**src/msig_pkg.sv**
```systemverilog
// shared types, register codes and constants of the multispark ignition pulse generator
package msig_pkg;

  localparam int NUM_CHANNELS_DEF = 3;
  localparam int TIME_BITS_DEF    = 16;
  localparam int NUM_IO           = 3;
  localparam int CFG_DATA_W       = 16;
  localparam int CFG_INDEX_W      = 3;
  localparam int COUNT_W          = 3;
  localparam int DWELL_W          = 13;

  localparam logic [COUNT_W-1:0]    CYCLES_MAX  = 3'd5;
  localparam logic [DWELL_W-1:0]    DWELL_MAX   = 13'd5000;

  localparam logic                  RST_SECOND_COIL_ENABLE = 1'b0;
  localparam logic [CFG_DATA_W-1:0] RST_PHASING_TIME       = 16'd200;
  localparam logic [COUNT_W-1:0]    RST_PRIMARY_CYCLES     = 3'd3;
  localparam logic [COUNT_W-1:0]    RST_SECONDARY_CYCLES   = 3'd3;
  localparam logic [CFG_DATA_W-1:0] RST_BURST_INTERVAL     = 16'd500;
  localparam logic [DWELL_W-1:0]    RST_BURST_DWELL        = 13'd1000;

  typedef enum logic [CFG_INDEX_W-1:0] {
    REG_SECOND_COIL_ENABLE = 3'd0,
    REG_PHASING_TIME       = 3'd1,
    REG_PRIMARY_CYCLES     = 3'd2,
    REG_SECONDARY_CYCLES   = 3'd3,
    REG_BURST_INTERVAL     = 3'd4,
    REG_BURST_DWELL        = 3'd5
  } reg_index_t;

  typedef struct packed {
    logic                  second_coil_enable;
    logic [CFG_DATA_W-1:0] phasing_time;
    logic [COUNT_W-1:0]    primary_cycles;
    logic [COUNT_W-1:0]    secondary_cycles;
    logic [CFG_DATA_W-1:0] burst_interval;
    logic [DWELL_W-1:0]    burst_dwell;
  } cfg_t;

endpackage

```
**src/msig_lane.sv**
```systemverilog
// one channel lane: main coil follower and burst, phased coil delay and burst
module msig_lane import msig_pkg::*; #(
  parameter int TIME_BITS = TIME_BITS_DEF
) (
  input  logic clk,
  input  logic rst,
  input  logic en,
  input  logic lvl,
  input  cfg_t cfg,
  output logic main_coil_next,
  output logic phase_coil_next
);

  localparam int CW = (TIME_BITS > CFG_DATA_W) ? TIME_BITS : CFG_DATA_W;
  localparam logic [TIME_BITS-1:0] TIME_MAX = '1;

  typedef struct packed {
    logic               in_burst;
    logic               out;
    logic [COUNT_W-1:0] count;
    logic [CW-1:0]      el;
  } burst_t;

  function automatic logic [TIME_BITS-1:0] sat_inc(input logic [TIME_BITS-1:0] v);
    sat_inc = (v == TIME_MAX) ? v : v + 1'b1;
  endfunction

  // extra-spark sequencer, shared form for both coils
  function automatic burst_t burst_step(input burst_t s, input logic [COUNT_W-1:0] cycles,
                                        input logic [CW-1:0] interval,
                                        input logic [CW-1:0] dwell);
    burst_t r;
    r = s;
    if (s.in_burst) begin
      if (({1'b0, s.count} + 4'd2) <= {1'b0, cycles}) begin
        if (!s.out) begin
          if (s.el >= interval) begin
            r.out = 1'b1;
            r.el  = '0;
          end
        end else if (s.el >= dwell) begin
          r.out   = 1'b0;
          r.el    = '0;
          r.count = s.count + 1'b1;
        end
      end else begin
        r.count    = '0;
        r.in_burst = 1'b0;
      end
    end
    burst_step = r;
  endfunction

  logic                 chan_armed, chan_armed_next;
  logic                 last_level;
  logic                 main_seen_high, main_seen_high_next;
  logic                 main_in_burst, main_out;
  logic [TIME_BITS-1:0] main_elapsed;
  logic [COUNT_W-1:0]   main_spark_count;
  logic                 phase_seen_high, phase_seen_high_next;
  logic                 phase_after_fall, phase_after_fall_next;
  logic                 phase_in_burst, phase_out;
  logic [TIME_BITS-1:0] phase_elapsed;
  logic [COUNT_W-1:0]   phase_spark_count;

  burst_t        mb, pb;
  logic [CW-1:0] phasing, interval, dwell;

  assign phasing  = CW'(cfg.phasing_time);
  assign interval = CW'(cfg.burst_interval);
  assign dwell    = CW'(cfg.burst_dwell);

  always_comb begin
    chan_armed_next       = chan_armed;
    main_seen_high_next   = main_seen_high;
    phase_seen_high_next  = phase_seen_high;
    phase_after_fall_next = phase_after_fall;
    mb.in_burst = main_in_burst;
    mb.out      = main_out;
    mb.count    = main_spark_count;
    mb.el       = CW'(sat_inc(main_elapsed));
    pb.in_burst = phase_in_burst;
    pb.out      = phase_out;
    pb.count    = phase_spark_count;
    pb.el       = CW'(sat_inc(phase_elapsed));

    if (lvl && !last_level) begin
      chan_armed_next = 1'b1;
      pb.el           = '0;
    end

    if (chan_armed_next) begin
      // main coil
      if (lvl) begin
        mb.out              = 1'b1;
        main_seen_high_next = 1'b1;
      end else begin
        if (main_seen_high) begin
          main_seen_high_next = 1'b0;
          mb.out              = 1'b0;
          mb.el               = '0;
          mb.in_burst         = 1'b1;
        end
        mb = burst_step(mb, cfg.primary_cycles, interval, dwell);
      end

      // phased coil, frozen while disabled
      if (cfg.second_coil_enable) begin
        if (lvl) begin
          if (pb.el >= phasing) begin
            pb.out               = 1'b1;
            phase_seen_high_next = 1'b1;
          end else begin
            pb.out = 1'b0;
          end
        end else begin
          if (phase_seen_high) begin
            phase_seen_high_next  = 1'b0;
            phase_after_fall_next = 1'b1;
            pb.el                 = '0;
          end
          if (phase_after_fall_next) begin
            if (pb.el >= phasing) begin
              pb.out                = 1'b0;
              pb.el                 = '0;
              phase_after_fall_next = 1'b0;
              pb.in_burst           = 1'b1;
            end else begin
              pb.out = 1'b1;
            end
          end
          if (!phase_after_fall_next) begin
            pb = burst_step(pb, cfg.secondary_cycles, interval, dwell);
          end
        end
      end
    end
  end

  assign main_coil_next  = mb.out;
  assign phase_coil_next = pb.out;

  always_ff @(posedge clk) begin
    if (rst) begin
      chan_armed        <= 1'b0;
      last_level        <= 1'b0;
      main_seen_high    <= 1'b0;
      main_in_burst     <= 1'b0;
      main_out          <= 1'b0;
      main_elapsed      <= '0;
      main_spark_count  <= '0;
      phase_seen_high   <= 1'b0;
      phase_after_fall  <= 1'b0;
      phase_in_burst    <= 1'b0;
      phase_out         <= 1'b0;
      phase_elapsed     <= '0;
      phase_spark_count <= '0;
    end else if (en) begin
      chan_armed        <= chan_armed_next;
      last_level        <= lvl;
      main_seen_high    <= main_seen_high_next;
      main_in_burst     <= mb.in_burst;
      main_out          <= mb.out;
      main_elapsed      <= mb.el[TIME_BITS-1:0];
      main_spark_count  <= mb.count;
      phase_seen_high   <= phase_seen_high_next;
      phase_after_fall  <= phase_after_fall_next;
      phase_in_burst    <= pb.in_burst;
      phase_out         <= pb.out;
      phase_elapsed     <= pb.el[TIME_BITS-1:0];
      phase_spark_count <= pb.count;
    end
  end

endmodule

```
**src/multispark_ignition_pulse_generator.sv**
```systemverilog
// top level: configuration registers, channel lanes and the output merge with skid stage
//
// Each input transfer is one microsecond tick carrying the sampled trigger
// level of three channels; each output transfer carries the six coil drives
// after that tick. The block takes one tick per clock while the skid register is
// empty and answers each tick with exactly one registered result. Every channel
// has its own lane (saturating elapsed counters, edge detect, main and phased burst
// sequencers) that updates its state on the input transfer; the lane results
// are merged into one output word held in an output register backed by a
// one-entry skid register, so input ready depends only on the skid register
// and not combinationally on output ready. The main coil follows the trigger
// while high and then fires primary_cycles-1 rest/dwell sparks; when
// second_coil_enable is set the phased coil follows the trigger delayed by
// phasing_time on both edges and then fires secondary_cycles-1 sparks.
// Configuration is written through cfg_we/cfg_index/cfg_data with no wait; the
// low 3 bits of cycle counts clamp to 5, the low 13 bits of dwell to 5000, unknown
// indexes are dropped. Configuration should only change while no tick is in flight.
module multispark_ignition_pulse_generator import msig_pkg::*; #(
  parameter int NUM_CHANNELS = NUM_CHANNELS_DEF,
  parameter int TIME_BITS    = TIME_BITS_DEF
) (
  input  logic                   clk,
  input  logic                   rst,
  // configuration write port
  input  logic                   cfg_we,
  input  logic [CFG_INDEX_W-1:0] cfg_index,
  input  logic [CFG_DATA_W-1:0]  cfg_data,
  // tick input
  input  logic                   in_valid,
  output logic                   in_ready,
  input  logic                   trig_level_a,
  input  logic                   trig_level_b,
  input  logic                   trig_level_c,
  // coil result output
  output logic                   out_valid,
  input  logic                   out_ready,
  output logic                   main_coil_a,
  output logic                   phased_coil_a,
  output logic                   main_coil_b,
  output logic                   phased_coil_b,
  output logic                   main_coil_c,
  output logic                   phased_coil_c
);

  cfg_t cfg_q;

  // configuration registers with clamping
  always_ff @(posedge clk) begin
    if (rst) begin
      cfg_q.second_coil_enable <= RST_SECOND_COIL_ENABLE;
      cfg_q.phasing_time       <= RST_PHASING_TIME;
      cfg_q.primary_cycles     <= RST_PRIMARY_CYCLES;
      cfg_q.secondary_cycles   <= RST_SECONDARY_CYCLES;
      cfg_q.burst_interval     <= RST_BURST_INTERVAL;
      cfg_q.burst_dwell        <= RST_BURST_DWELL;
    end else if (cfg_we) begin
      unique case (cfg_index)
        REG_SECOND_COIL_ENABLE: cfg_q.second_coil_enable <= cfg_data[0];
        REG_PHASING_TIME:       cfg_q.phasing_time       <= cfg_data;
        REG_PRIMARY_CYCLES:
          cfg_q.primary_cycles <= (cfg_data[COUNT_W-1:0] > CYCLES_MAX) ?
                                  CYCLES_MAX : cfg_data[COUNT_W-1:0];
        REG_SECONDARY_CYCLES:
          cfg_q.secondary_cycles <= (cfg_data[COUNT_W-1:0] > CYCLES_MAX) ?
                                    CYCLES_MAX : cfg_data[COUNT_W-1:0];
        REG_BURST_INTERVAL:     cfg_q.burst_interval     <= cfg_data;
        REG_BURST_DWELL:
          cfg_q.burst_dwell <= (cfg_data[DWELL_W-1:0] > DWELL_MAX) ?
                               DWELL_MAX : cfg_data[DWELL_W-1:0];
        default: ;
      endcase
    end
  end

  // input transfer and lane fan-out
  logic                    accept;
  logic [NUM_IO-1:0]       trig_io;
  logic [NUM_CHANNELS-1:0] lane_lvl;
  logic [NUM_CHANNELS-1:0] lane_main, lane_phase;

  assign accept  = in_valid && in_ready;
  assign trig_io = {trig_level_c, trig_level_b, trig_level_a};

  for (genvar c = 0; c < NUM_CHANNELS; c++) begin : g_lane
    // channels without a trigger pin see a low level
    if (c < NUM_IO) begin : g_pin
      assign lane_lvl[c] = trig_io[c];
    end else begin : g_nopin
      assign lane_lvl[c] = 1'b0;
    end

    msig_lane #(
      .TIME_BITS(TIME_BITS)
    ) u_lane (
      .clk            (clk),
      .rst            (rst),
      .en             (accept),
      .lvl            (lane_lvl[c]),
      .cfg            (cfg_q),
      .main_coil_next (lane_main[c]),
      .phase_coil_next(lane_phase[c])
    );
  end

  // merge lane results into the result word, main/phased interleaved per channel
  logic [2*NUM_IO-1:0] result;

  for (genvar c = 0; c < NUM_IO; c++) begin : g_merge
    if (c < NUM_CHANNELS) begin : g_used
      assign result[2*c]   = lane_main[c];
      assign result[2*c+1] = lane_phase[c];
    end else begin : g_unused
      assign result[2*c]   = 1'b0;
      assign result[2*c+1] = 1'b0;
    end
  end

  // output register plus skid entry
  logic                out_full;
  logic [2*NUM_IO-1:0] out_data;
  logic                skid_valid;
  logic [2*NUM_IO-1:0] skid_data;

  assign in_ready = !skid_valid;

  always_ff @(posedge clk) begin
    if (rst) begin
      out_full   <= 1'b0;
      skid_valid <= 1'b0;
    end else if (!out_full || out_ready) begin
      // output slot free after this edge: skid entry drains first
      out_full   <= skid_valid || accept;
      skid_valid <= 1'b0;
    end else if (accept) begin
      skid_valid <= 1'b1;
    end
  end

  always_ff @(posedge clk) begin
    if (!out_full || out_ready) begin
      out_data <= skid_valid ? skid_data : result;
    end else if (accept) begin
      skid_data <= result;
    end
  end

  assign out_valid     = out_full;
  assign main_coil_a   = out_data[0];
  assign phased_coil_a = out_data[1];
  assign main_coil_b   = out_data[2];
  assign phased_coil_b = out_data[3];
  assign main_coil_c   = out_data[4];
  assign phased_coil_c = out_data[5];

  // skid entry only fills behind a held output
  a_skid_behind_out: assert property (@(posedge clk) disable iff (rst)
    skid_valid |-> out_full)
    else $error("skid entry valid with empty output register");

  // a transfer into a stalled full output lands in the skid entry
  a_stall_to_skid: assert property (@(posedge clk) disable iff (rst)
    (accept && out_full && !out_ready) |=> skid_valid)
    else $error("transfer lost while output stalled");

  // every transfer leaves a result waiting
  a_accept_visible: assert property (@(posedge clk) disable iff (rst)
    accept |=> out_full)
    else $error("transfer produced no result");

  // clamped registers stay in range
  a_cfg_range: assert property (@(posedge clk) disable iff (rst)
    (cfg_q.primary_cycles <= CYCLES_MAX) && (cfg_q.secondary_cycles <= CYCLES_MAX) &&
    (cfg_q.burst_dwell <= DWELL_MAX))
    else $error("configuration register out of range");

endmodule

```
**config.mk**
```make
export PLATFORM = sky130hd
export DESIGN_NAME = multispark_ignition_pulse_generator
export DESIGN_NICKNAME = d
export VERILOG_FILES = /design/src/msig_pkg.sv /design/src/msig_lane.sv /design/src/multispark_ignition_pulse_generator.sv
export SDC_FILE = /design/constraint.sdc
export NUM_CORES = 1
export LEC_CHECK = 0
export BUFFER_PORTS_ARGS = -buffer_cell sky130_fd_sc_hd__buf_2
export CAP_MARGIN = 20
export CORE_ASPECT_RATIO = 1.4
export CORE_MARGIN = 4
export CORE_UTILIZATION = 65
export DETAILED_ROUTE_END_ITERATION = 10
export GPL_ROUTABILITY_DRIVEN = 0
export PLACE_DENSITY = 0.82
export SLEW_MARGIN = 10
export SYNTH_ARGS = -nofsm -noshare
export SYNTH_HDL_FRONTEND = slang
export SYNTH_HIERARCHICAL = 1
export SYNTH_SLANG_ARGS = --single-unit
```
**constraint.sdc**
```tcl
create_clock -name clk -period 7.5 [get_ports clk]
set_input_delay 0.75 -clock clk [delete_from_list [all_inputs] [get_ports clk]]
set_output_delay 0.75 -clock clk [all_outputs]
set_load 0.1 [all_outputs]
```
==> results.md <==
* Status: finished, final reports clean
* MaxCap Viol Count at 0
* # IOs at 35
* Hold Buf Count CTS at 0
* Die ar. at between 30000 and 40000 um^2
* Seq/Total Area, Yosys at 22.1%
* Avg Cell Area, Syn at between 7 and 8 um^2
* Post-cts sizing count at 0
* Clock Skew at around 14 ps
* Detailed Route WL at 58000 um
* Remaining global-route overflow at 0
* First-pass GRT wire length at 92500 um
* Post-CTS Setup Bufs at 0
* Commonest non-fill, non-tap cell in the layout: ha_1
* Warnings, synthesis at 6
* Lkg Pwr at 9.61 nW
* Antenna fix cells at 0
* Port Buffers at 34
* Clock root buffer: clkbuf_16
* Crit Path Category: flip-flop to flip-flop
* DR iter-0 viols at 1634
* Final Cycle Share at 88.7%
* Largest net degree at the start of global routing at 66
* Initial antenna violation count at 0
* H-tree Lvls at 1
* Synthesized area at 19300 um^2
* PD cells at 135 nW/um^2
* WP data arrival at 7130 ps
* Sum of negative setup slack at 0 ps
* DR WL/cell at between 20 and 25 um
* Max stage delay on crit path at 450 ps
* First-pass DRT Iterations at 8
* Dominant synthesized flop cell: dfxtp_1
* Pwr Total at 0.00276 W
* Hold Vio Cnt, Final at 0
* CTS tree: done
* Worst hold path type: primary input to flip-flop
* Initial Util at 65.9%
* Layout cell share with drive strength beyond 1 at 7.48%
* Flop2flop setup slack at 850 ps
* CP endpoint kind: flip-flop
* Mapped Cells at 2479
* RSZ-0062 raised after global routing: no
* Vias in the first global route at 18400
* Largest fanout on the critical path at 16
* Dpl cell area at 19700 um^2
* Measured slew at the worst slew-check pin at 1020 ps
* Final Cell Area at just over 20000 um^2
* Asr flop ratio synth at 0%
* Drt via density at 6.58
* Final std cells w/o fill at between 2000 and 3000
* Worst EP required at 7980 ps
* DIE WIDTH at 154 um
* Most frequent cells in the layout: ha_1, nor2_1, nand2_1
* Core area at 29300 um^2
* CP dominant cell by count: ha_1
* Tmin final at approximately 6700 ps
* Post-synthesis net count at 2806
* # placed instances at about 2800
* Post-synth EDFFs at 12
* Final setup violation count at 0
* Worst skew pair latency at 540 ps
* Clock sink total at 207
* Fmax at 150 MHz
* Startpoint types: flip-flop
* Crit-path slowest cell: a31oi_4
* Die Ht at 212 um
* Synth cell types at 119
* CTS Buf Count at 23
* Number of remaining DRC errors at 0
* Yosys reg bits at 207
* Post-route ant nets at 0
* Rel. slew slack at about 32%
* Final Max Slew Viols at 0
* Reg clk slew, reported paths at 60 ps
* Site Rows at 74
* Vias after detailed routing at 18900
* Nets at about 2800
* Worst-case clock buffer depth at 3
* Total track usage at 34.5%
* Post-DP HPWL at between 40000 and 50000 um
* Maximum vdd drop at 0.192 mV
* Area Overhead vs Synth at 6.05%
-- per-layer routing --
layer	share of wire [%]	global-route usage (%)
met2	46	57.9
met5	0	0
met1	38	39.6
met4	9.0	25.8
met3	7.6	5.01
-- cells by family after synthesis --
family	count (synthesis)	share of synthesized area (%)
AND/OR/NAND/NOR	951	25.1
adder cells (fa/ha/maj)	300	19.7
multiplexers	37	2.03
AO/OA/AOI/OAI	590	21.2
buffers and inverters	321	6.53
XOR/XNOR	73	3.32
flip-flops	207	22.1
-- per-stage QoR --
step	util, %	hold WS, ps	setup WS (ps)
4_1_cts	69.8	458	941
6_report	69.9	476	847
3_5_place_dp	67.2	482	999
3_3_place_gp	67.2	476	1180
5_1_grt	69.9	470	352
2_1_floorplan	-	462	1780
-- path summary, 6_finish.rpt --
kind	from	end	cells after the start
worst max-delay path	g_lane[2].u_lane/phase_elapsed[1]	g_lane[2].u_lane/phase_elapsed[0]	26
worst min-delay path	cfg_data[15]	cfg_q[28]	3
worst max register to register	g_lane[2].u_lane/phase_elapsed[1]	g_lane[2].u_lane/phase_elapsed[0]	26
worst min register to register	g_lane[0].u_lane/phase_elapsed[6]	g_lane[0].u_lane/phase_elapsed[6]	2
-- critical path: cells and delay by family, from the launching register on --
kind / cells / cell delay (ps)
adder cells (fa/ha/maj): 3 / 840
AND/OR/NAND/NOR: 9 / 2040
XOR/XNOR: 1 / 110
flip-flops: 1 / 430
AO/OA/AOI/OAI: 13 / 3190
-- area by class of cell --
type | count | area [um^2]
multi-input cells | 1951 | 13800
fillers | 2404 | 8810
flip-flops and latches | 207 | 4260
inverters | 237 | 890
clock buffers | 32 | 649
well taps | 380 | 475
repair buffers | 48 | 278
clock inverters | 10 | 128
-- cell usage after synthesis (all sizes together), types with 31 or more instances --
library cell | count | share of area (%)
a21o | 45 | 1.8
a21oi | 155 | 4.1
buf | 31 | 0.87
clkbuf | 53 | 1.1
dfxtp | 195 | 20
ha | 294 | 19
inv | 236 | 4.6
nand2 | 249 | 4.9
nand2b | 42 | 1.4
nand3 | 75 | 2.0
nand4 | 53 | 2.1
nor2 | 269 | 5.3
nor2b | 46 | 1.5
nor3 | 52 | 1.3
o21ai | 140 | 3.8
xnor2 | 37 | 1.7
xor2 | 36 | 1.6
-- flip-flops by register name (all words and copies together), names as in the netlist, 6 cells and up --
register and flops:
g_lane.u_lane/main_elapsed 48, g_lane.u_lane/phase_elapsed 48, g_lane.u_lane/phase_spark_count 9, skid_data 6, out_data 6, g_lane.u_lane/main_spark_count 9
cfg_q 52
-- where the power goes --
part | total (W) | leakage, nW | internal [W] | switching, W
combinational | 0.000385 | 7.53 | 0.000126 | 0.000259
sequential | 0.00118 | 1.70 | 0.00113 | 0.0000425
clock | 0.00119 | 0.378 | 0.000707 | 0.000488
Power figures use the tool's default switching activity.
